===== config.mk =====
export PLATFORM = sky130hd
export DESIGN_NAME = wsg_fifo
export DESIGN_NICKNAME = d
export VERILOG_FILES = /design/src/rtl/wsg_fifo.sv
export SDC_FILE = /design/constraint.sdc
export NUM_CORES = 1
export LEC_CHECK = 0
export BUFFER_PORTS_ARGS = -buffer_cell sky130_fd_sc_hd__buf_2
export CAP_MARGIN = 40
export CORE_MARGIN = 2
export CORE_UTILIZATION = 50
export CTS_CLUSTER_SIZE = 12
export DETAILED_ROUTE_END_ITERATION = 8
export PLACE_DENSITY = 0.86
export SETUP_SLACK_MARGIN = 0.2
export SLEW_MARGIN = 30
export SYNTH_ARGS = -nofsm -noshare
export SYNTH_HDL_FRONTEND = slang
export SYNTH_SLANG_ARGS = --single-unit

===== constraint.sdc =====
create_clock -name clk -period 2.6 [get_ports clk]
set_input_delay 0.26 -clock clk [delete_from_list [all_inputs] [get_ports clk]]
set_output_delay 0.26 -clock clk [all_outputs]
set_load 0.02 [all_outputs]

===== src/rtl/wsg_fifo.sv =====
`timescale 1ns / 1ps
module wsg_fifo #(
  parameter int WIDTH = 8,
  parameter int DEPTH = 2
) (
  input  logic             clk,
  input  logic             rst,
  input  logic             push,
  input  logic [WIDTH-1:0] push_data,
  output logic             full,
  input  logic             pop,
  output logic [WIDTH-1:0] pop_data,
  output logic             empty
);

  localparam int PTR_W = (DEPTH > 1) ? $clog2(DEPTH) : 1;
  localparam int CNT_W = $clog2(DEPTH + 1);

  logic [WIDTH-1:0] slots [DEPTH];
  logic [PTR_W-1:0] wr_ptr;
  logic [PTR_W-1:0] rd_ptr;
  logic [CNT_W-1:0] count;
  logic             do_push;
  logic             do_pop;

  assign full     = (count == CNT_W'(DEPTH));
  assign empty    = (count == '0);
  assign do_push  = push && !full;
  assign do_pop   = pop && !empty;
  assign pop_data = slots[rd_ptr];

  always_ff @(posedge clk) begin
    if (rst) begin
      wr_ptr <= '0;
      rd_ptr <= '0;
      count  <= '0;
    end else begin
      if (do_push) begin
        wr_ptr <= (wr_ptr == PTR_W'(DEPTH - 1)) ? '0 : wr_ptr + 1'b1;
      end
      if (do_pop) begin
        rd_ptr <= (rd_ptr == PTR_W'(DEPTH - 1)) ? '0 : rd_ptr + 1'b1;
      end
      if (do_push && !do_pop) begin
        count <= count + 1'b1;
      end else if (do_pop && !do_push) begin
        count <= count - 1'b1;
      end
    end
  end

  always_ff @(posedge clk) begin
    if (do_push) begin
      slots[wr_ptr] <= push_data;
    end
  end

endmodule


After elaboration in Yosys (flattened, before gate mapping)
Memories as Yosys holds them, arrays and structs flattened. A register that Yosys moved wholly into a read port is not among the register bits.
Cells that the tools add are included.
{ "op_classes": {"n_addsub": 4, "eq_ne": 1, "mux": 8, "n_reduce_logical": 10} }
{ "ops": {"columns": ["operator", "n"], "rows": [
  ["$mux W1", 6],
  ["$logic_and A1 B1 Y1", 4],
  ["$logic_not A1 Y1", 4],
  ["$mux W2", 2],
  ["$add A1 B1 Y1 const B", 2],
  ["$add A2 B1 Y2 const B", 1],
  ["$eq A2 B2 Y1 const B", 1],
  ["$logic_not A2 Y1", 1],
  ["$reduce_bool A2 Y1", 1],
  ["$sub A2 B1 Y2 const B", 1]
]} }
{ "word_totals": {"reg_bits": 4, "ram_bits": 16, "in_bits": 12, "elab_cells": 27, "n_memories": 1} }
{ "mem_list": {"columns": ["memory", "depth", "word_bits", "read_ports", "rd_clocked_by_memory_dff", "write_ports", "line_no", "rtl"], "rows": [
  ["slots", 2, 8, 1, 1, 1, "19", "logic [WIDTH-1:0] slots [DEPTH];"]
]} }

Logic depth before layout (Yosys ltp)
{ "depth": {"ltp_word": 7, "ltp_mapped": 6, "mapped_depth_nobuf": 6} }

Worst setup path before layout
Ideal clock, no wire load.
{ "synth_timing": {"path_kind": "register to register", "startpoint": "register count[1]", "endpoint": "register count[1]", "setup_ps": 70, "arrival_ps": 1517, "required_ps": 2530, "path_slack_ps": 1013, "stages_incl_launch_ff": 6, "period_less_slack_ps": 1587, "cell_sequence": "dfxtp_1 nor2b_2 nor2_1 ha_1 or3_1 a21oi_1"} }
{ "synth_between": {"elab_chain_len": 6, "elab_cells_between_ends": 15, "classes_between": "add/sub (2); eq/ne (1); mux (2); reduce/logical (10)"} }
{ "synth_lines": {"columns": ["item", "line_no", "rtl"], "rows": [
  ["start: declaration", "22", "logic [CNT_W-1:0] count;"],
  ["start signal: assignment", "45", "count <= count + 1'b1;"],
  ["start signal: assignment", "47", "count <= count - 1'b1;"],
  ["$eq A2 B2 Y1 *", "26", "assign full = (count == CNT_W'(DEPTH));"],
  ["named net full", "10", "output logic full,"],
  ["$logic_not A1 Y1 *", "28", "assign do_push = push && !full;"],
  ["$logic_and A1 B1 Y1 *", "28", null],
  ["$logic_not A1 Y1", "46", "end else if (do_pop && !do_push) begin"],
  ["$logic_and A1 B1 Y1", "46", null],
  ["$reduce_bool A2 Y1 (no source line)", null, null]
]} }
Mark *: on every way through the listed nets, which the timed path passes. The rest lies on a longest branch. The select of a mux whose other input is x is not followed.
A chain may end at the register's enable or synchronous reset.

==> impl_metrics.py <==
metrics = {
    "worst_setup_path": {
        "regToRegStartpoint": "count[0]",
        "endpoint_kind": "primary output",
        "critPathKind": "register to primary output",
        "path_cells": "mux2_2 -> buf_2",
        "cpPeakStageDelay_ps": 550,
        "worstPathArrival_ps": 1370,
        "crit_path_top_delay_cell": "dfxtp_1",
        "worstSetupStartpointType": "register",
        "cp_max_fo": 8,
        "critPathRequiredTime_ps": 2340,
    },
    "drt": {
        "routed_wl_mm": 1.21,
        "vias_per_cell": 4.99,
        "drtAntennaViolNets": 0,
        "route.detailed.drc": 0,
        "routed-via-count": 449,
        "firstDrtPassIters": 5,
        "wl_per_cell_microns": 13.5,
        "first_iter_violations": 6,
    },
    "final_layout": {
        "fillerInstances": 108,
        "fin_nets": 88,
        "area_growth_syn_to_layout_pct": 18.5,
        "n_antenna_cell": 0,
        "drive_gt1_share_pct": 44.6,
    },
    "placement": {
        "io_buffers": 21,
        "hpwl_microns": 890,
        "gp_congestion": 0.649,
    },
    "sta": {
        "setup_violations": 0,
        "period_share_pct": 62.9,
        "fin_tns_setup_ps": 0,
        "max_slew_margin_pct": 75.0,
        "tightestPinTransition_ps": 375,
        "hold_viol_final": 0,
        "fin_crit_ps": 1630,
        "fin_skew_ps": 1.01,
        "rsz0062_at_grt": "no",
        "max_freq_ghz": 0.612,
        "slew_violations": 0,
    },
    "power": {
        "p_per_area_nw_per_um2": 986,
        "p_leak_nw": 0.378,
        "finalPower_mw": 0.926,
        "peakVddDrop_uv": 503,
    },
    "synth": {
        "yosys-top-cells-area": "edfxtp_1, dfxtp_1, mux2_2",
        "synth_edf_count": 16,
        "yosys-top-cells-count": "edfxtp_1, mux2_2, dfxtp_1, nor2_1",
        "synth_ff_type": "edfxtp_1",
        "yosysTopAreaCell": "edfxtp_1",
        "synth_async_sr_flop_share_pct": 0,
        "ys_seq_elements": 21,
        "avgSynthCellArea_sq_um": 15.9,
        "syn_area_sq_um": 793,
        "yosysMostFrequentCell": "edfxtp_1",
        "syn-instance-count": 50,
        "syn_nets": 63,
        "yosysUniqueCellTypes": 13,
        "netlist.area_leader.share_pct": 60.6,
        "yosys_warnings": 0,
        "ys_seq_area_share_pct": 73.2,
    },
    "global_routing": {
        "overflow": 0,
        "antenna_found_initial": 0,
        "groute.usage.overall_pct": 13.0,
        "grt_pass1_vias": 390,
        "grt_pass1_wl_mm": 1.72,
        "grt_max_degree": 12,
    },
    "run": {
        "cap_violations": 0,
    },
    "clock_network": {
        "cts_hold_buffers": 0,
        "cts_buffers": 3,
        "cts_resized": 0,
        "clock_sinks": 21,
        "cts_tree": "done",
        "clk_latency_ps": 290,
        "htree_levels": 1,
        "cts_root_buffer": "clkbuf_4",
        "path_clk_slew_ps": 100,
        "ctsLongestPathBuffers": 2,
        "post_cts_buffers": 0,
    },
    "floorplanning": {
        "start_util_pct": 53.3,
        "rows": 14,
        "io_pins": 22,
        "coreArea_sq_um": 1490,
        "die_height_microns": 43.8,
        "dieArea_sq_um": 1920,
        "die_w_microns": 43.8,
    },
    "worst_hold_path": {
        "hold_start": "push_data[1]",
        "hp-class": "input pin to register",
    },
    "run_status": {
        "outcome": "complete, no violations",
    },
}
## through the flow
step,hold WS [ps],utilization [%],area [sq um],worst slack (ps),instances
floorplan,329,-,793,1010,50
global placement,448,61.3,913,1110,86
detailed placement,454,61.3,913,1020,86
CTS,145,63.1,940,934,90
global route,123,63.1,940,858,90
finish,154,63.1,940,966,90
## metal layers
layer / vias to the layer above / wire, microns / GRT usage (%)
li1: 232 / - / -
met1: 201 / 555 / 16.7
met2: 16 / 549 / 18.8
met3: 0 / 108 / 5.00
met4: 0 / 0 / 7.27
met5: - / 0 / 0
## registers in the layout (all words and copies together), names as in the netlist, named ones only
| name | flops |
|---|---|
| count | 2 |
| rd_ptr | 1 |
| slots | 16 |
| wr_ptr | 1 |
## cell usage in the layout (no fill, tap or decap)
master    count
ha_1          1
inv_1         2
clkbuf_1      1
nor2b_2       1
nor2_1        5
buf_2        21
edfxtp_1     16
o21ai_0       3
or3_1         2
dfxtp_1       5
and2_1        1
clkbuf_4      3
xor2_1        3
a21oi_1       2
mux2_2        8
## worst paths after layout
| kind | end | slack, ps | cells after the start |
|---|---|---|---|
| worst min register to register | wr_ptr | 510 | 2 |
| worst min-delay path | slots[1][1] | 150 | 1 |
| worst max-delay path | pop_data[4] | 970 | 2 |
| worst max register to register | count[1] | 1010 | 4 |
## where the power goes
part	total, mW	internal, mW	switching, mW	leakage [nW]
Clock	0.147	0.0596	0.0870	0.0150
Sequential	0.472	0.428	0.0443	0.191
Combinational	0.307	0.133	0.175	0.172
## area by class of cell
| cell class | count | area, sq um | share of cell area, % |
|---|---|---|---|
| Clock buffer | 4 | 26.3 | 2.80 |
| Inverter | 2 | 7.51 | 0.799 |
| Multi-Input combinational cell | 26 | 200 | 21.3 |
| Sequential cell | 21 | 581 | 61.8 |
| Tap cell | 16 | 20.0 | 2.13 |
| Timing Repair Buffer | 21 | 105 | 11.2 |
## cells by family after synthesis
kind of cell / Yosys count / synth area share, %
simple gates: 9 / 5.84
flops: 21 / 73.2
xor+xnor: 3 / 3.31
fa+ha+maj: 1 / 1.58
mux: 8 / 11.4
compound gates: 5 / 3.15
buf+inv: 3 / 1.58
## worst max-delay path, delay by kind of cell, from the launching register on
kind | cells | cell delay (ps)
buf+inv | 1 | 160
flops | 1 | 550
mux | 1 | 380
No activity file was read; power rests on OpenSTA's default activity.
