<file path="src/rtl/wsg_pkg.sv">
`timescale 1ns / 1ps
package wsg_pkg;

  localparam int WSG_POINTS = 100;

  localparam int DAC_W    = 16;
  localparam int PT_W     = 10;
  localparam int WAVE_W   = 2;
  localparam int MV_W     = 12;
  localparam int PERIOD_W = 17;
  localparam int ADDR_W   = 4;
  localparam int DATA_W   = 32;
  localparam int REG_IDX_W = 2;

  localparam logic [WAVE_W-1:0] WAVE_SINE     = 2'd0;
  localparam logic [WAVE_W-1:0] WAVE_SQUARE   = 2'd1;
  localparam logic [WAVE_W-1:0] WAVE_TRIANGLE = 2'd2;

  localparam logic [REG_IDX_W-1:0] REG_WAVE      = 2'd0;
  localparam logic [REG_IDX_W-1:0] REG_AMPLITUDE = 2'd1;
  localparam logic [REG_IDX_W-1:0] REG_MEAN      = 2'd2;
  localparam logic [REG_IDX_W-1:0] REG_PERIOD    = 2'd3;

  localparam logic [WAVE_W-1:0]   WAVE_RESET   = WAVE_SINE;
  localparam logic [MV_W-1:0]     AMP_RESET    = 12'd2500;
  localparam logic [MV_W-1:0]     MEAN_RESET   = 12'd2500;
  localparam logic [PERIOD_W-1:0] PERIOD_RESET = 17'd1000;

  localparam int FULL_MV = 5000;

  typedef struct packed {
    logic [WAVE_W-1:0] wave_select;
    logic [MV_W-1:0]   amplitude_mv;
    logic [MV_W-1:0]   mean_mv;
  } cfg_t;

  typedef struct packed {
    logic [DAC_W-1:0] dac_code;
    logic [PT_W-1:0]  point_number;
    logic             was_clamped;
  } result_t;

  // Q1.15 sine of point idx out of points, evaluated during elaboration only.
  function automatic logic signed [15:0] sine_q15(input int idx, input int points);
    longint unsigned q30;
    longint unsigned half_pi;
    longint unsigned dividend;
    longint unsigned divisor;
    longint unsigned rem;
    longint unsigned p;
    longint unsigned quad;
    longint unsigned r;
    longint unsigned x;
    longint unsigned x2;
    longint unsigned t;
    longint unsigned s;
    longint unsigned s15;
    logic signed [15:0] v;
    q30      = 64'd1073741824;
    half_pi  = 64'd1686629713;
    dividend = longint'(idx) << 32;
    divisor  = longint'(points);
    rem      = 0;
    p        = 0;
    for (int b = 42; b >= 0; b--) begin
      rem = (rem << 1) | ((dividend >> b) & 64'd1);
      if (rem >= divisor) begin
        rem = rem - divisor;
        p = p | (64'd1 << b);
      end
    end
    quad = (p >> 30) & 64'd3;
    r = p & (q30 - 64'd1);
    if (quad[0]) begin
      r = q30 - r;
    end
    x  = (r * half_pi) >> 30;
    x2 = (x * x) >> 30;
    t  = q30;
    t  = q30 - (((x2 * t) >> 30) / 110);
    t  = q30 - (((x2 * t) >> 30) / 72);
    t  = q30 - (((x2 * t) >> 30) / 42);
    t  = q30 - (((x2 * t) >> 30) / 20);
    t  = q30 - (((x2 * t) >> 30) / 6);
    s  = (x * t) >> 30;
    if (s > q30) begin
      s = q30;
    end
    s15 = (s + 64'd16384) >> 15;
    if (s15 > 64'd32767) begin
      s15 = 64'd32767;
    end
    v = 16'(s15);
    if (quad[1]) begin
      v = -v;
    end
    return v;
  endfunction

endpackage

</file>
<file path="src/rtl/wsg_front.sv">
`timescale 1ns / 1ps
module wsg_front #(
  parameter int POINTS = 100,
  parameter int IDX_W  = 7
) (
  input  logic                             clk,
  input  logic                             rst,
  input  logic                             push,
  output logic                             full,
  input  logic                             restart,
  input  logic [wsg_pkg::PERIOD_W-1:0]     point_period,
  output logic                             mid_push,
  output logic [IDX_W-1:0]                 mid_idx,
  input  logic                             mid_full
);

  import wsg_pkg::*;

  logic [PERIOD_W-1:0] tick_countdown;
  logic [IDX_W-1:0]    point_index;
  logic [PERIOD_W-1:0] cd_eff;
  logic [IDX_W-1:0]    idx_eff;
  logic                accept;

  assign full     = mid_full;
  assign accept   = push && !mid_full;
  assign cd_eff   = restart ? '0 : tick_countdown;
  assign idx_eff  = restart ? '0 : point_index;
  assign mid_push = accept && (cd_eff == '0);
  assign mid_idx  = idx_eff;

  always_ff @(posedge clk) begin
    if (rst) begin
      tick_countdown <= '0;
      point_index    <= '0;
    end else if (accept) begin
      if (cd_eff != '0) begin
        tick_countdown <= cd_eff - 1'b1;
        point_index    <= idx_eff;
      end else begin
        point_index    <= (idx_eff == IDX_W'(POINTS - 1)) ? '0 : idx_eff + 1'b1;
        tick_countdown <= (point_period == '0) ? '0 : point_period - 1'b1;
      end
    end
  end

endmodule

</file>
<file path="config.mk">
export PLATFORM = sky130hd
export DESIGN_NAME = wsg_front
export DESIGN_NICKNAME = d
export VERILOG_FILES = /design/src/rtl/wsg_pkg.sv /design/src/rtl/wsg_front.sv
export SDC_FILE = /design/constraint.sdc
export NUM_CORES = 1
export LEC_CHECK = 0
export ABC_AREA = 1
export ABC_CLOCK_PERIOD_IN_PS = 1910
export BUFFER_PORTS_ARGS = -buffer_cell sky130_fd_sc_hd__buf_2
export CELL_PAD_IN_SITES_DETAIL_PLACEMENT = 0
export CELL_PAD_IN_SITES_GLOBAL_PLACEMENT = 1
export CORE_MARGIN = 3
export CORE_UTILIZATION = 39
export CTS_CLUSTER_DIAMETER = 200
export DETAILED_ROUTE_END_ITERATION = 12
export PLACE_DENSITY = 0.78
export SYNTH_ARGS = -nofsm -noshare
export SYNTH_HDL_FRONTEND = slang
export SYNTH_SLANG_ARGS = --single-unit
export TNS_END_PERCENT = 50
</file>
<file path="constraint.sdc">
create_clock -name clk -period 1.91 [get_ports clk]
set_input_delay 0.0955 -clock clk [delete_from_list [all_inputs] [get_ports clk]]
set_output_delay 0.0955 -clock clk [all_outputs]
set_load 0.02 [all_outputs]
</file>
# Word level (Yosys, flattened, before mapping)
# Cells that the tools add are included.
# totals
reg_bits	24
inputBits	22
output_inout_bits	9
elab_cells	18
# classes
add_sub_neg	3
eq_ne	1
muxes	6
reduce_logical	6
# ops
cell	count
two-way mux 17 bit	3
logical NOT 17 bit	2
subtractor 17 x 1 -> 17 bit (second input constant)	2
two-way mux 7 bit	3
nonzero test 17 bit	1
adder 7 x 1 -> 7 bit (second input constant)	1
equality test 7 bit (second input constant)	1
logical AND 1 bit	2
logical NOT 1 bit	1

# Longest topological paths before layout
# Gate-level depths: netlist of run 1.
# depth
depth_word	4
mapped_depth	15
depth_no_buf	13

# Least setup slack after synthesis of run 1
# Ideal clock, no wire load.
# synth_timing
path_kind	flip-flop to flip-flop
startpoint	reg point_index[0]
endpoint	reg point_index[6]
setup_time_ns	0.068
arrival_time_ns	1.722
t_required_ns	1.842
slack_ns	0.120
path_stages_with_launch	14
path_buffers	0
period_less_slack_ns	1.790
path_cell_list	dfxtp_1 -> inv_1 -> nor2_1 -> ha_1 -> nand2_1 -> inv_1 -> nand3_1 -> nand2_1 -> nand2_1 -> inv_1 -> nand3_1 -> nand2_1 -> nand2_1 -> a21oi_2
# synth_via
elab_chain_len	4
elab_cells_between_ends	5
cone_classes	1 x add/sub; 1 x eq/ne; 3 x mux
# synth_rtl
element	line_no	rtl
from (decl)	wsg_front.sv:20	logic [IDX_W-1:0] point_index;
from (signal assigned)	wsg_front.sv:39	point_index <= idx_eff;
from (signal assigned)	wsg_front.sv:41	point_index <= (idx_eff == IDX_W'(POINTS - 1)) ? '0 : idx_eff + 1'b1;
two-way mux 7 bit (*)	wsg_front.sv:28	assign idx_eff = restart ? '0 : point_index;
via mid_idx[0]	wsg_front.sv:13	output logic [IDX_W-1:0] mid_idx,
adder 7 x 1 -> 7 bit or equality test 7 bit (tied branches)	wsg_front.sv:41	
two-way mux 7 bit (*)	wsg_front.sv:41	
two-way mux 7 bit (*)	wsg_front.sv:37	if (cd_eff != '0) begin
# Mark *: on every way through the listed nets, which the timed path passes. The rest lies on a longest branch.
# A chain may end at the register's enable or synchronous reset.

# Worst setup path after layout of run 1
# layout_timing
startpoint	reg tick_countdown[0]
endpoint	out mid_push
# layout_via
elab_chain_len	3
# layout_rtl
element	line_no	rtl
from (decl)	wsg_front.sv:19	logic [PERIOD_W-1:0] tick_countdown;
from (signal assigned)	wsg_front.sv:38	tick_countdown <= cd_eff - 1'b1;
from (signal assigned)	wsg_front.sv:42	tick_countdown <= (point_period == '0) ? '0 : point_period - 1'b1;
two-way mux 17 bit	wsg_front.sv:27	assign cd_eff = restart ? '0 : tick_countdown;
logical NOT 17 bit	wsg_front.sv:29	assign mid_push = accept && (cd_eff == '0);
logical AND 1 bit	wsg_front.sv:29	
to (decl)	wsg_front.sv:12	output logic mid_push,
# Every way passes these cells.

==> results.md, run 1 <==
Pwr:
- The internal portion of the total power is 0.879 mW.
- The overall power after layout is 1.45 mW.
- The leakage power summed over all cells is 1.28 nW.
- The share of total power dissipated in the clock network is 21.8%.
- The net switching power figure is 0.568 mW.
- The net switching share of the total power is 39.3%.
- Sequential cells burn 38.9% of the power.
- VDD sags by at most 313 uV.
- The logic gate share of total power is 39.2%.
- Dividing total power by cell area gives a power density of 578 nW/um^2.

Worst setup path:
- The delay contributed by the slowest stage of the critical path is 0.35 ns.
- The kind of cell adding the most delay to the critical path is simple AND/OR/NAND/NOR gates.
- The critical path is of the reg -> out type.
- The cell that appears most often on the critical path is nand2_1.
- The reg-to-reg setup timing slack is 0.23 ns.
- The required time at the worst-slack endpoint is 1.81 ns.
- The critical path capture point type is an output pin.
- Along the worst path, the maximum fanout reaches 6.
- The kind of start point of the critical path is a flop.
- The cell type of the slowest stage on the worst timing path is dfxtp_1.
- For the worst setup path, the data arrival time is 1.69 ns.
- The worst path buffer plus inverter count is 3.
- The signal on the critical path passes through nand2_2, ha_1, nand2_1, nor2_2, nand2_1, nor2_4, buf_6, nand2_4, inv_2, buf_4.

Run status:
- The run finished with clean final reports.

Final layout:
- The most frequent standard cell in the layout excluding fill and tap cells is nand2_1.
- Leaving out filler cells and counting taps, the final layout contains 490.
- 0 antenna diodes ended up in the layout.
- The fraction of layout cells with a size suffix above 1 is 15.0%.
- The area added between synthesis and finish is 13.6%.
- In the final design database the tool counted 448 nets.
- The library cells used most frequently in the layout, excluding fill and tap cells, are nand2_1 (123), nor2_1 (61), inv_1 (35), nand3_1 (32), buf_2 (29).

Timing:
- The final-report hold violation count is 0.
- Headroom to the max-slew limit came out at 65.1%.
- The final max-slew violation count came to 0.
- At the pin with the least slew margin, the transition time is 0.522 ns.
- The final worst-path cycle share is 93.5%.
- The top achievable clock speed is 0.560 GHz.
- The worst path in the final design needs a cycle of 1.79 ns, including I/O delays and setup.
- Setup repair after global routing left no endpoint under its margin.
- The final worst-path setup slack is 0.125 ns.
- The final setup skew is 0.00980 ns.
- Setup violations remaining at the end of the flow were counted as 0.
- Adding up every negative setup slack in the final design gives 0 ns.

Logic synthesis:
- Of all flip-flops after synthesis, the portion carrying an async set or reset was 0%.
- The area fraction of the dominant cell type after synthesis is 21.8%.
- The synthesized design contains 24 register bits.
- By area the synthesized netlist is led by dfxtp_1 (22%), nand2_1 (21%), nor2_1 (11%).
- The synthesized area divided by synthesized cell count is 5.67 um^2.
- The number of enable flip-flop cells after synthesis is 0.
- In the synthesized netlist, the number of instances is 389.
- The largest total area in the synthesized netlist belongs to dfxtp_1.
- Among all flip-flop cells after synthesis, the most frequent one is dfxtp_1.
- The net count after synthesis is 415.
- The share of the yosys chip area belonging to registers is 21.8%.
- Yosys printed 0 warnings.
- The cell area after synthesis is 2200 um^2.
- In this run, distinct cell masters in the synthesized netlist total 34.

Clock tree:
- The H-tree depth is 1.
- The clock latency on the worst-skew pair is 0.28 ns.
- The buffer levels on the longest clock path is 2.
- After clock tree synthesis, the clock-pin slew on the worst setup and hold paths is 0.09 ns.
- TritonCTS built the clock tree.
- The number of sinks handled by clock tree synthesis is 24.
- The total CTS buffers is 3.
- The total of hold buffers inserted after clock tree synthesis is 0.
- The tree is rooted in a clkbuf_8.

Routing:
- In the routed design, unresolved DRC markers number 0.
- In this run the remaining antenna-violating nets after routing total 0.
- The total wirelength of the detailed-routed design is 6210 um.
- The post-detailed-route wirelength per cell is 12.7 um.
- The count of vias placed by the detailed router is 2,449.
- The vias per cell is 5.00.
- The detailed-routing iteration count for the pre-antenna-repair pass is 4.
- The number of design-rule violations left by the first detailed-router iteration is 190.

Placement:
- After detailed placement, the design holds a cell count of 486.
- Buffers placed on the I/O ports in this run total 30.
- Timing analysis after detailed placement gives a worst setup slack of 0.0824 ns.
- The HPWL reported at the end of detailed placement is 4850 um.
- The final estimated routing congestion in global placement is 0.887.

Floorplan:
- The die extent in x is 81.2 um.
- The total die area is 6590 um^2.
- The number of ports placed on the die boundary is 31.
- The initial standard-cell utilization of the core is 41.8%.
- The initialized floorplan defines 26 standard-cell rows.
- The core area is 5270 um^2.
- The die outline height is 81.2 um.

GRT:
- After global routing the overflow that remains totals 0.
- The number of global-route vias before repair came to 2,218.
- The pin count of the biggest net entering global routing is 39.
- The initial antenna violation count came to 0.
- The first global-routing pass estimated 10,600 um of wire.
- The overall routing resource usage is 20.3%.

Run:
- The number of max-capacitance violations reported is 0.

Worst hold path:
- The path class of the tightest hold or removal check is in -> reg.
layer usage:
metal  routed length [um]  up-vias  track usage [%]
met3                  202        2             2.33
li1                     -     1313                -
met5                    0        -                0
met1                 3260     1095             29.8
met2                 2730       39             32.7
met4                   17        0             2.53
path summary, 6_finish.rpt:
| kind | cells after the start | end | startpoint |
|---|---|---|---|
| min | 4 | tick_countdown[0] | point_period[0] |
| max reg2reg | 13 | tick_countdown[8] | tick_countdown[0] |
| max | 10 | mid_push | tick_countdown[0] |
| min reg2reg | 2 | point_index[4] | point_index[4] |
worst min-delay path, stage by stage:
cell	delay (ns)
buf_2	0.09
inv_1	0.07
nand2_1	0.08
a21oi_1	0.06
area by class of cell:
cell class | count | area, um^2
flip-flops and latches | 24 | 480
repair buffers | 40 | 244
multi-input cells | 314 | 1500
fillers | 600 | 2770
clock buffers | 3 | 41.3
inverters | 39 | 151
well taps | 70 | 87.6
registers in the layout, indices dropped and copies added, names as in the netlist:
| signal | cells |
|---|---|
| point_index | 7 |
| tick_countdown | 17 |
timing repair:
item	in CTS	in global routing
buffers inserted	0	1
cloned	0	0
endpoints found under the setup margin	1	1
pin swaps	1	1
gates resized for setup	3	3
Yosys cell counts, types with 4 or more instances:
cell / number
a21oi_1: 14
buf_6: 4
clkbuf_1: 4
dfxtp_1: 24
ha_1: 4
inv_1: 36
nand2_1: 124
nand3_1: 32
nand4_1: 9
nor2_1: 63
o21ai_0: 27
xnor2_1: 6
xor2_1: 6
power groups by stage:
stage	sequential (mW)	combinational, mW	clock (mW)
2_1_floorplan	0.564	0.399	0
3_3_place_gp	0.573	0.548	0
3_5_place_dp	0.573	0.550	0
4_1_cts	0.562	0.562	0.318
5_1_grt	0.568	0.651	0.332
6_report	0.563	0.568	0.316
cells by family after synthesis:
group,Yosys count,share of synthesized area (%)
simple gates,246,47.7
flops,24,21.8
xor+xnor,12,4.77
fa+ha+maj,4,2.27
buf+inv,51,10.7
compound gates,52,12.8
stage by stage:
stage,hold WS (ns),util [%],cell area (um^2)
floorplan,0.253,-,2200
global placement,0.435,46.3,2440
detailed placement,0.438,46.3,2440
CTS,0.152,47.3,2490
global route,0.188,47.5,2500
finish,0.152,47.5,2500
Note: power is estimated with default switching activity, not from simulation.
==> run 2: changes to the inputs <==
--- a/config.mk
+++ b/config.mk
@@ -14,7 +14,7 @@
 export CORE_UTILIZATION = 39
 export CTS_CLUSTER_DIAMETER = 200
 export DETAILED_ROUTE_END_ITERATION = 12
-export PLACE_DENSITY = 0.78
+export PLACE_DENSITY = 0.76
 export SYNTH_ARGS = -nofsm -noshare
 export SYNTH_HDL_FRONTEND = slang
 export SYNTH_SLANG_ARGS = --single-unit
==> results.md, run 2 (same netlist as run 1, synthesis figures left out) <==
Timing:
- Setup repair after global routing left no endpoint under its margin.
- The max-slew headroom at the worst pin is 71.7%.
- The final setup skew is 0.00200 ns.
- The measured slew at the worst slew-check pin is 0.421 ns.
- Setup violations remaining at the end of the flow were counted as 0.
- After layout, the minimum clock period comes to 1.74 ns.
- Summed over all failing endpoints, the final setup total negative slack is 0 ns.
- The final-report hold violation count is 0.
- Of the available clock period, the critical path in the final layout requires 91.1%.
- Derived from the worst setup path, the maximum achievable clock frequency is 0.575 GHz.
- The final max-slew violation count was 0.

Pwr:
- The internal power of the cells totals 0.925 mW.
- The worst-case vdd ir drop is 362 uV.
- The logic gate share of total power is 38.1%.
- The power per cell area is 588 nW/um^2.
- For this design the total switching power over the nets is 0.564 mW.
- The register share of total power is 37.7%.
- The overall power after layout is 1.49 mW.
- Per report_power, the clock group accounts for 24.2% of the total.
- The analysis attributes to cell leakage a power of 1.30 nW.
- In this run switching power makes up 37.9% of total power.

Worst setup path:
- Of all nets on the critical path, the largest fanout is 6.
- The required time at the worst-slack endpoint is 1.81 ns.
- The critical path is of the reg -> out type.
- The critical path goes through nand2_1, ha_1, nand2_1, nor2_4, nand2_2, nor2_4, buf_4, nand2_4, inv_1, buf_4.
- The critical path capture point type is an output pin.
- The cell type of the slowest stage on the worst timing path is dfxtp_1.
- On the worst path, the slowest cell contributes a delay of 0.37 ns.
- On the critical path the largest part of the delay comes from simple AND/OR/NAND/NOR gates.
- Data arrives at the worst endpoint at 1.64 ns.
- Counting both buffers and inverters, the worst setup path holds a total of 3.
- The worst setup path is launched from a flop.

Floorplan:
- The floorplan step defined a die boundary enclosing 6590 um^2.
- The die extent in x is 81.2 um.
- The number of placement rows is 26.
- In this run the count of I/O pins placed on the die edge is 31.
- The core area is 5270 um^2.
- The initial standard-cell utilization of the core is 41.8%.
- In this run the vertical extent of the chip is 81.2 um.

Final layout:
- The utilization after layout is 48.1%.
- The largest registers in the layout are tick_countdown x17, point_index x7.
- The most frequent standard cell in the layout excluding fill and tap cells is nand2_1.
- The top register by number of flip-flops is tick_countdown.
- At the end of the flow, the number of nets in the layout was 451.
- The post-layout instance area is 2530 um^2.
- 0 antenna diodes ended up in the layout.
- Relative to the synthesized area, the layout overhead comes to 14.9%.
- The storage element area is 480 um^2.
- Cells with a size suffix above 1 make up 15.8% of the layout.
- The register with the most flip-flops in the layout has 17 of them.
- In the layout the commonest cells are nand2_1 (122), nor2_1 (61), inv_1 (36), nand3_1 (32), buf_2 (29).
- The multi-input combinational cell area is 1510 um^2.
- The layout filler cell count is 631.

Clock tree:
- In this run the number of H-tree levels came out at 1.
- CTS placed an instance of clkbuf_8 at the clock tree root.
- For this design, the sink count on the clock tree is 24.
- The CTS tree is built.
- Clock-pin slew was measured on the worst setup and hold paths at 0.09 ns.
- The clock latency on the worst-skew pair is 0.27 ns.
- The total CTS buffers is 3.
- The buffer levels on the longest clock path is 2.

GRT:
- Entering global routing, the biggest net connects 39 pins.
- The number of global-route vias before repair is 2,234.
- For this run the aggregate overflow at the end of global routing stands at 0.
- Global routing consumed, over all layers together, 19.9% of the routing resources.
- The initial antenna violation count is 0.
- The first global-routing pass estimated 10,300 um of wire.

Routing:
- After detailed routing, the total wire length is 6160 um.
- The number of design-rule violations left by the first detailed-router iteration is 131.
- After detailed routing, the number of remaining DRC violations is 0.
- The detailed-routing iteration count for the pre-antenna-repair pass is 4.
- The vias per cell is 4.92.
- Summing over every cut layer, the via total after detailed routing is 2,432.
- After detailed routing, the average wire length per cell comes to 12.5 um.
- The post-detailed-route count of antenna-violating nets is 0.

Placement:
- The final estimated routing congestion in global placement is 0.834.
- Summing all placed instances gives a cell area of 2450 um^2.
- Buffers placed on the I/O ports in this run total 30.
- The wire-length estimate of the detail-placed layout is 4860 um.

Run status:
- The run finished with clean final reports.

Run:
- The tool flagged a number of max-cap violations equal to 0.

Worst hold path:
- The path class of the tightest hold or removal check is in -> reg.
-- run 2: cell count changes in the layout (fill, tap and decap cells not counted), sizes merged --
| cell | before | now |
|---|---|---|
| clkbuf | 3 | 4 |
| buf | 40 | 43 |
-- run 2: power by group through the flow --
stage          clock network [mW]  registers, mW  logic, mW
2_1_floorplan                   0          0.564      0.399
3_3_place_gp                    0          0.573      0.549
3_5_place_dp                    0          0.572      0.548
4_1_cts                     0.373          0.561      0.557
5_1_grt                     0.395          0.567      0.642
6_report                    0.360          0.561      0.566
-- run 2: worst paths after layout --
kind | end | cells past startpoint | startpoint | slack [ns]
hold reg to reg | point_index[4] | 2 | point_index[4] | 0.49
setup / recovery | mid_push | 10 | tick_countdown[1] | 0.17
hold / removal | tick_countdown[6] | 4 | point_period[6] | 0.15
setup reg to reg | tick_countdown[11] | 13 | tick_countdown[1] | 0.24
-- run 2: cell type report --
cell class | count | share of cell area (%)
multi-input combinational | 314 | 59.5
sequential | 24 | 19.0
timing repair buffer | 43 | 9.88
inverter | 39 | 5.98
tap | 70 | 3.46
clock buffer | 4 | 2.17
-- run 2: through the flow --
step | std cells | worst slack (ns) | hold slack [ns]
final | 494 | 0.171 | 0.148
after global routing | 494 | 0.00892 | 0.167
after CTS | 493 | 0.00246 | 0.149
after detailed placement | 489 | 0.110 | 0.439
after global placement | 489 | 0.174 | 0.436
after floorplan | 389 | 0.120 | 0.253
-- run 2: worst min-delay path: stages --
cell and delay [ns]:
buf_2 0.11, xor2_1 0.07, nand2_1 0.06, a21oi_1 0.05
-- run 2: repair_timing --
action,CTS,global route
gates cloned,0,0
endpoints found under the setup margin,1,1
pin swaps,0,2
setup buffers,0,1
gates resized for setup,2,4
hold buffers,0,0
-- run 2: per-layer routing --
layer	global-route usage, %	vias up	part of all wire, %
li1	-	1314	-
met2	32.5	33	45
met4	2.70	0	0.26
met1	27.6	1083	50
met3	4.10	2	3.9
met5	0	-	0
==> run 3: changes to the inputs <==
--- a/config.mk
+++ b/config.mk
@@ -8,13 +8,12 @@
 export ABC_AREA = 1
 export ABC_CLOCK_PERIOD_IN_PS = 1910
 export BUFFER_PORTS_ARGS = -buffer_cell sky130_fd_sc_hd__buf_2
-export CELL_PAD_IN_SITES_DETAIL_PLACEMENT = 0
-export CELL_PAD_IN_SITES_GLOBAL_PLACEMENT = 1
 export CORE_MARGIN = 3
-export CORE_UTILIZATION = 39
+export CORE_UTILIZATION = 50
 export CTS_CLUSTER_DIAMETER = 200
 export DETAILED_ROUTE_END_ITERATION = 12
-export PLACE_DENSITY = 0.76
+export PLACE_DENSITY = 0.67
+export REMOVE_ABC_BUFFERS = 1
 export SYNTH_ARGS = -nofsm -noshare
 export SYNTH_HDL_FRONTEND = slang
 export SYNTH_SLANG_ARGS = --single-unit
==> results.md, run 3 (same netlist as run 1, synthesis figures left out) <==
Run status:
- The run finished with clean final reports.

Pwr:
- In this run, flip-flops and latches consume 37.3% of the power.
- The share of total power dissipated in combinational logic is 38.3%.
- The power per cell area is 601 nW/um^2.
- The leakage power summed over all cells is 1.30 nW.
- The overall power after layout is 1.51 mW.
- The net switching power figure is 0.573 mW.
- The internal power consumption is 0.942 mW.
- The worst-case vdd ir drop is 350 uV.
- The net switching share of the total power is 37.8%.
- The fraction of power consumed by the clock network is 24.4%.

Clock tree:
- The total of hold buffers inserted after clock tree synthesis is 0.
- The total CTS buffers is 3.
- TritonCTS built the clock tree.
- The number of sinks handled by clock tree synthesis is 24.
- The H-tree depth is 1.
- The root buffer cell chosen for the clock tree is clkbuf_8.
- After clock tree synthesis, the clock-pin slew on the worst setup and hold paths is 0.09 ns.
- Clock latency on the worst-skew pair, taken at its later pin, is 0.28 ns.
- The clock passes through at most 2 buffers.

Run:
- The number of max-capacitance violations reported is 0.

Final layout:
- The largest registers in the layout are tick_countdown x17, point_index x7.
- The top register by number of flip-flops is tick_countdown.
- For this run, the post-layout net count is 449.
- The fraction of layout cells with a size suffix above 1 is 16.1%.
- Leaving out fill and tap cells, the most frequent cell in the layout is nand2_1.
- The area growth from synthesis to layout is 14.4%.
- Measured on the finished design, the core utilization comes to 61.3%.
- The number of inserted diodes is 0.
- The top cell types in the final layout, fill and taps aside, are nand2_1 (122), nor2_1 (61), inv_1 (35), nand3_1 (32), buf_2 (29).
- The flip-flop count of the largest register, all copies and words added is 17.

Timing:
- Measured against its own limit, the worst slew margin works out to 67.6%.
- The final max-slew violation count is 0.
- The final setup skew is 0.00344 ns.
- The final-report hold violation count is 0.
- Setup repair after global routing left no endpoint under its margin.
- The clock period could shrink to 1.83 ns.
- For the pin with the worst max-slew slack, the measured transition is 0.484 ns.
- The final worst-path cycle share is 95.6%.
- Setup violations remaining at the end of the flow were counted as 0.
- The sum of negative setup slack is 0 ns.
- The top achievable clock speed is 0.548 GHz.

Placement:
- The final estimated routing congestion in global placement is 0.881.
- Buffers placed on the I/O ports in this run total 30.
- The HPWL reported at the end of detailed placement is 4660 um.

Worst setup path:
- The class of the most critical setup path is reg -> out.
- The critical path capture point type is an output pin.
- The length in cells of the worst reg-to-reg path is 12.
- The required time at the worst-slack endpoint is 1.81 ns.
- The kind of start point of the critical path is a flop.
- Data on the critical path arrives at its endpoint at 1.73 ns.
- The highest net fanout along the worst path is 6.

Routing:
- The routed layout has 2,481 vias.
- The total wirelength of the detailed-routed design is 6060 um.
- The number of remaining DRC errors is 0.
- Dividing the detail-routed wire length by the instance count gives 12.8 um.
- The post-detailed-route count of antenna-violating nets is 0.
- After detailed routing, the number of vias per cell comes to 5.26.
- The first routing iteration left 131 violations.
- The first detailed-routing pass ran for 4 iterations.

GRT:
- The first global-routing pass estimated 10,500 um of wire.
- Entering global routing, the biggest net connects 39 pins.
- The number of global-route vias before repair is 2,288.
- For this run the aggregate overflow at the end of global routing stands at 0.
- The overall routing resource usage is 24.8%.
- The initial antenna violation count came to 0.

Floorplan:
- The initial standard-cell utilization of the core is 53.6%.
- The die extent in x is 72.4 um.
- The die covers 5240 um^2.
- The core area is 4120 um^2.
- In this run the vertical extent of the chip is 72.4 um.
- Row generation in the floorplan step produced 23 rows.
- The number of ports placed on the die boundary is 31.

Worst hold path:
- The worst hold path belongs to the class in -> reg.
- The worst hold path stage count is 4.
==> run 3: critical path, stage by stage (launching register included) <==
cell	delay [ns]
dfxtp_2	0.35
nand2_2	0.09
ha_1	0.15
nand2_1	0.06
nor2_2	0.15
nand2_1	0.08
nor2_2	0.15
buf_12	0.13
nand2_4	0.07
inv_2	0.08
buf_4	0.13
==> run 3: metrics by stage <==
stage | hold slack, ns | worst slack (ns) | area, um^2 | cells
2_1_floorplan | 0.158 | -0.486 | 2120 | 377
3_3_place_gp | 0.436 | 0.212 | 2420 | 464
3_5_place_dp | 0.438 | 0.167 | 2420 | 464
4_1_cts | 0.153 | 0.0211 | 2480 | 468
5_1_grt | 0.173 | 0.0172 | 2520 | 472
6_report | 0.145 | 0.0838 | 2520 | 472
==> run 3: path summary, 6_finish.rpt <==
path,end,start,slack [ns]
worst min register to register,point_index[4],point_index[4],0.49
worst max-delay path,mid_push,tick_countdown[0],0.08
worst min-delay path,tick_countdown[6],point_period[6],0.14
worst max register to register,point_index[6],tick_countdown[0],0.22
==> run 3: power by group through the flow <==
stage	combinational (mW)	clock (mW)	sequential [mW]
floorplan	0.362	0	0.564
global placement	0.546	0	0.575
detailed placement	0.546	0	0.575
CTS	0.552	0.374	0.563
global route	0.662	0.389	0.570
finish	0.580	0.369	0.565
==> run 3: area by class of cell <==
type	instances	area [um^2]
clock buffers	4	55.1
fillers	428	1590
inverters	39	151
multi-input cells	314	1500
flip-flops and latches	24	483
well taps	50	62.6
repair buffers	41	273
==> run 3: metal layers <==
| metal | up-vias | share of wire, % | track usage, % |
|---|---|---|---|
| li1 | 1319 | - | - |
| met3 | 6 | 4.5 | 3.19 |
| met1 | 1106 | 49 | 35.0 |
| met2 | 50 | 45 | 39.6 |
| met5 | - | 0 | 0 |
| met4 | 0 | 1.3 | 6.97 |
==> run 3: timing repair <==
action                                  4_1_cts  5_1_grt
resized for setup                             2        5
buffers inserted                              0        4
endpoints found under the setup margin        1        1
pin swaps                                     2        2
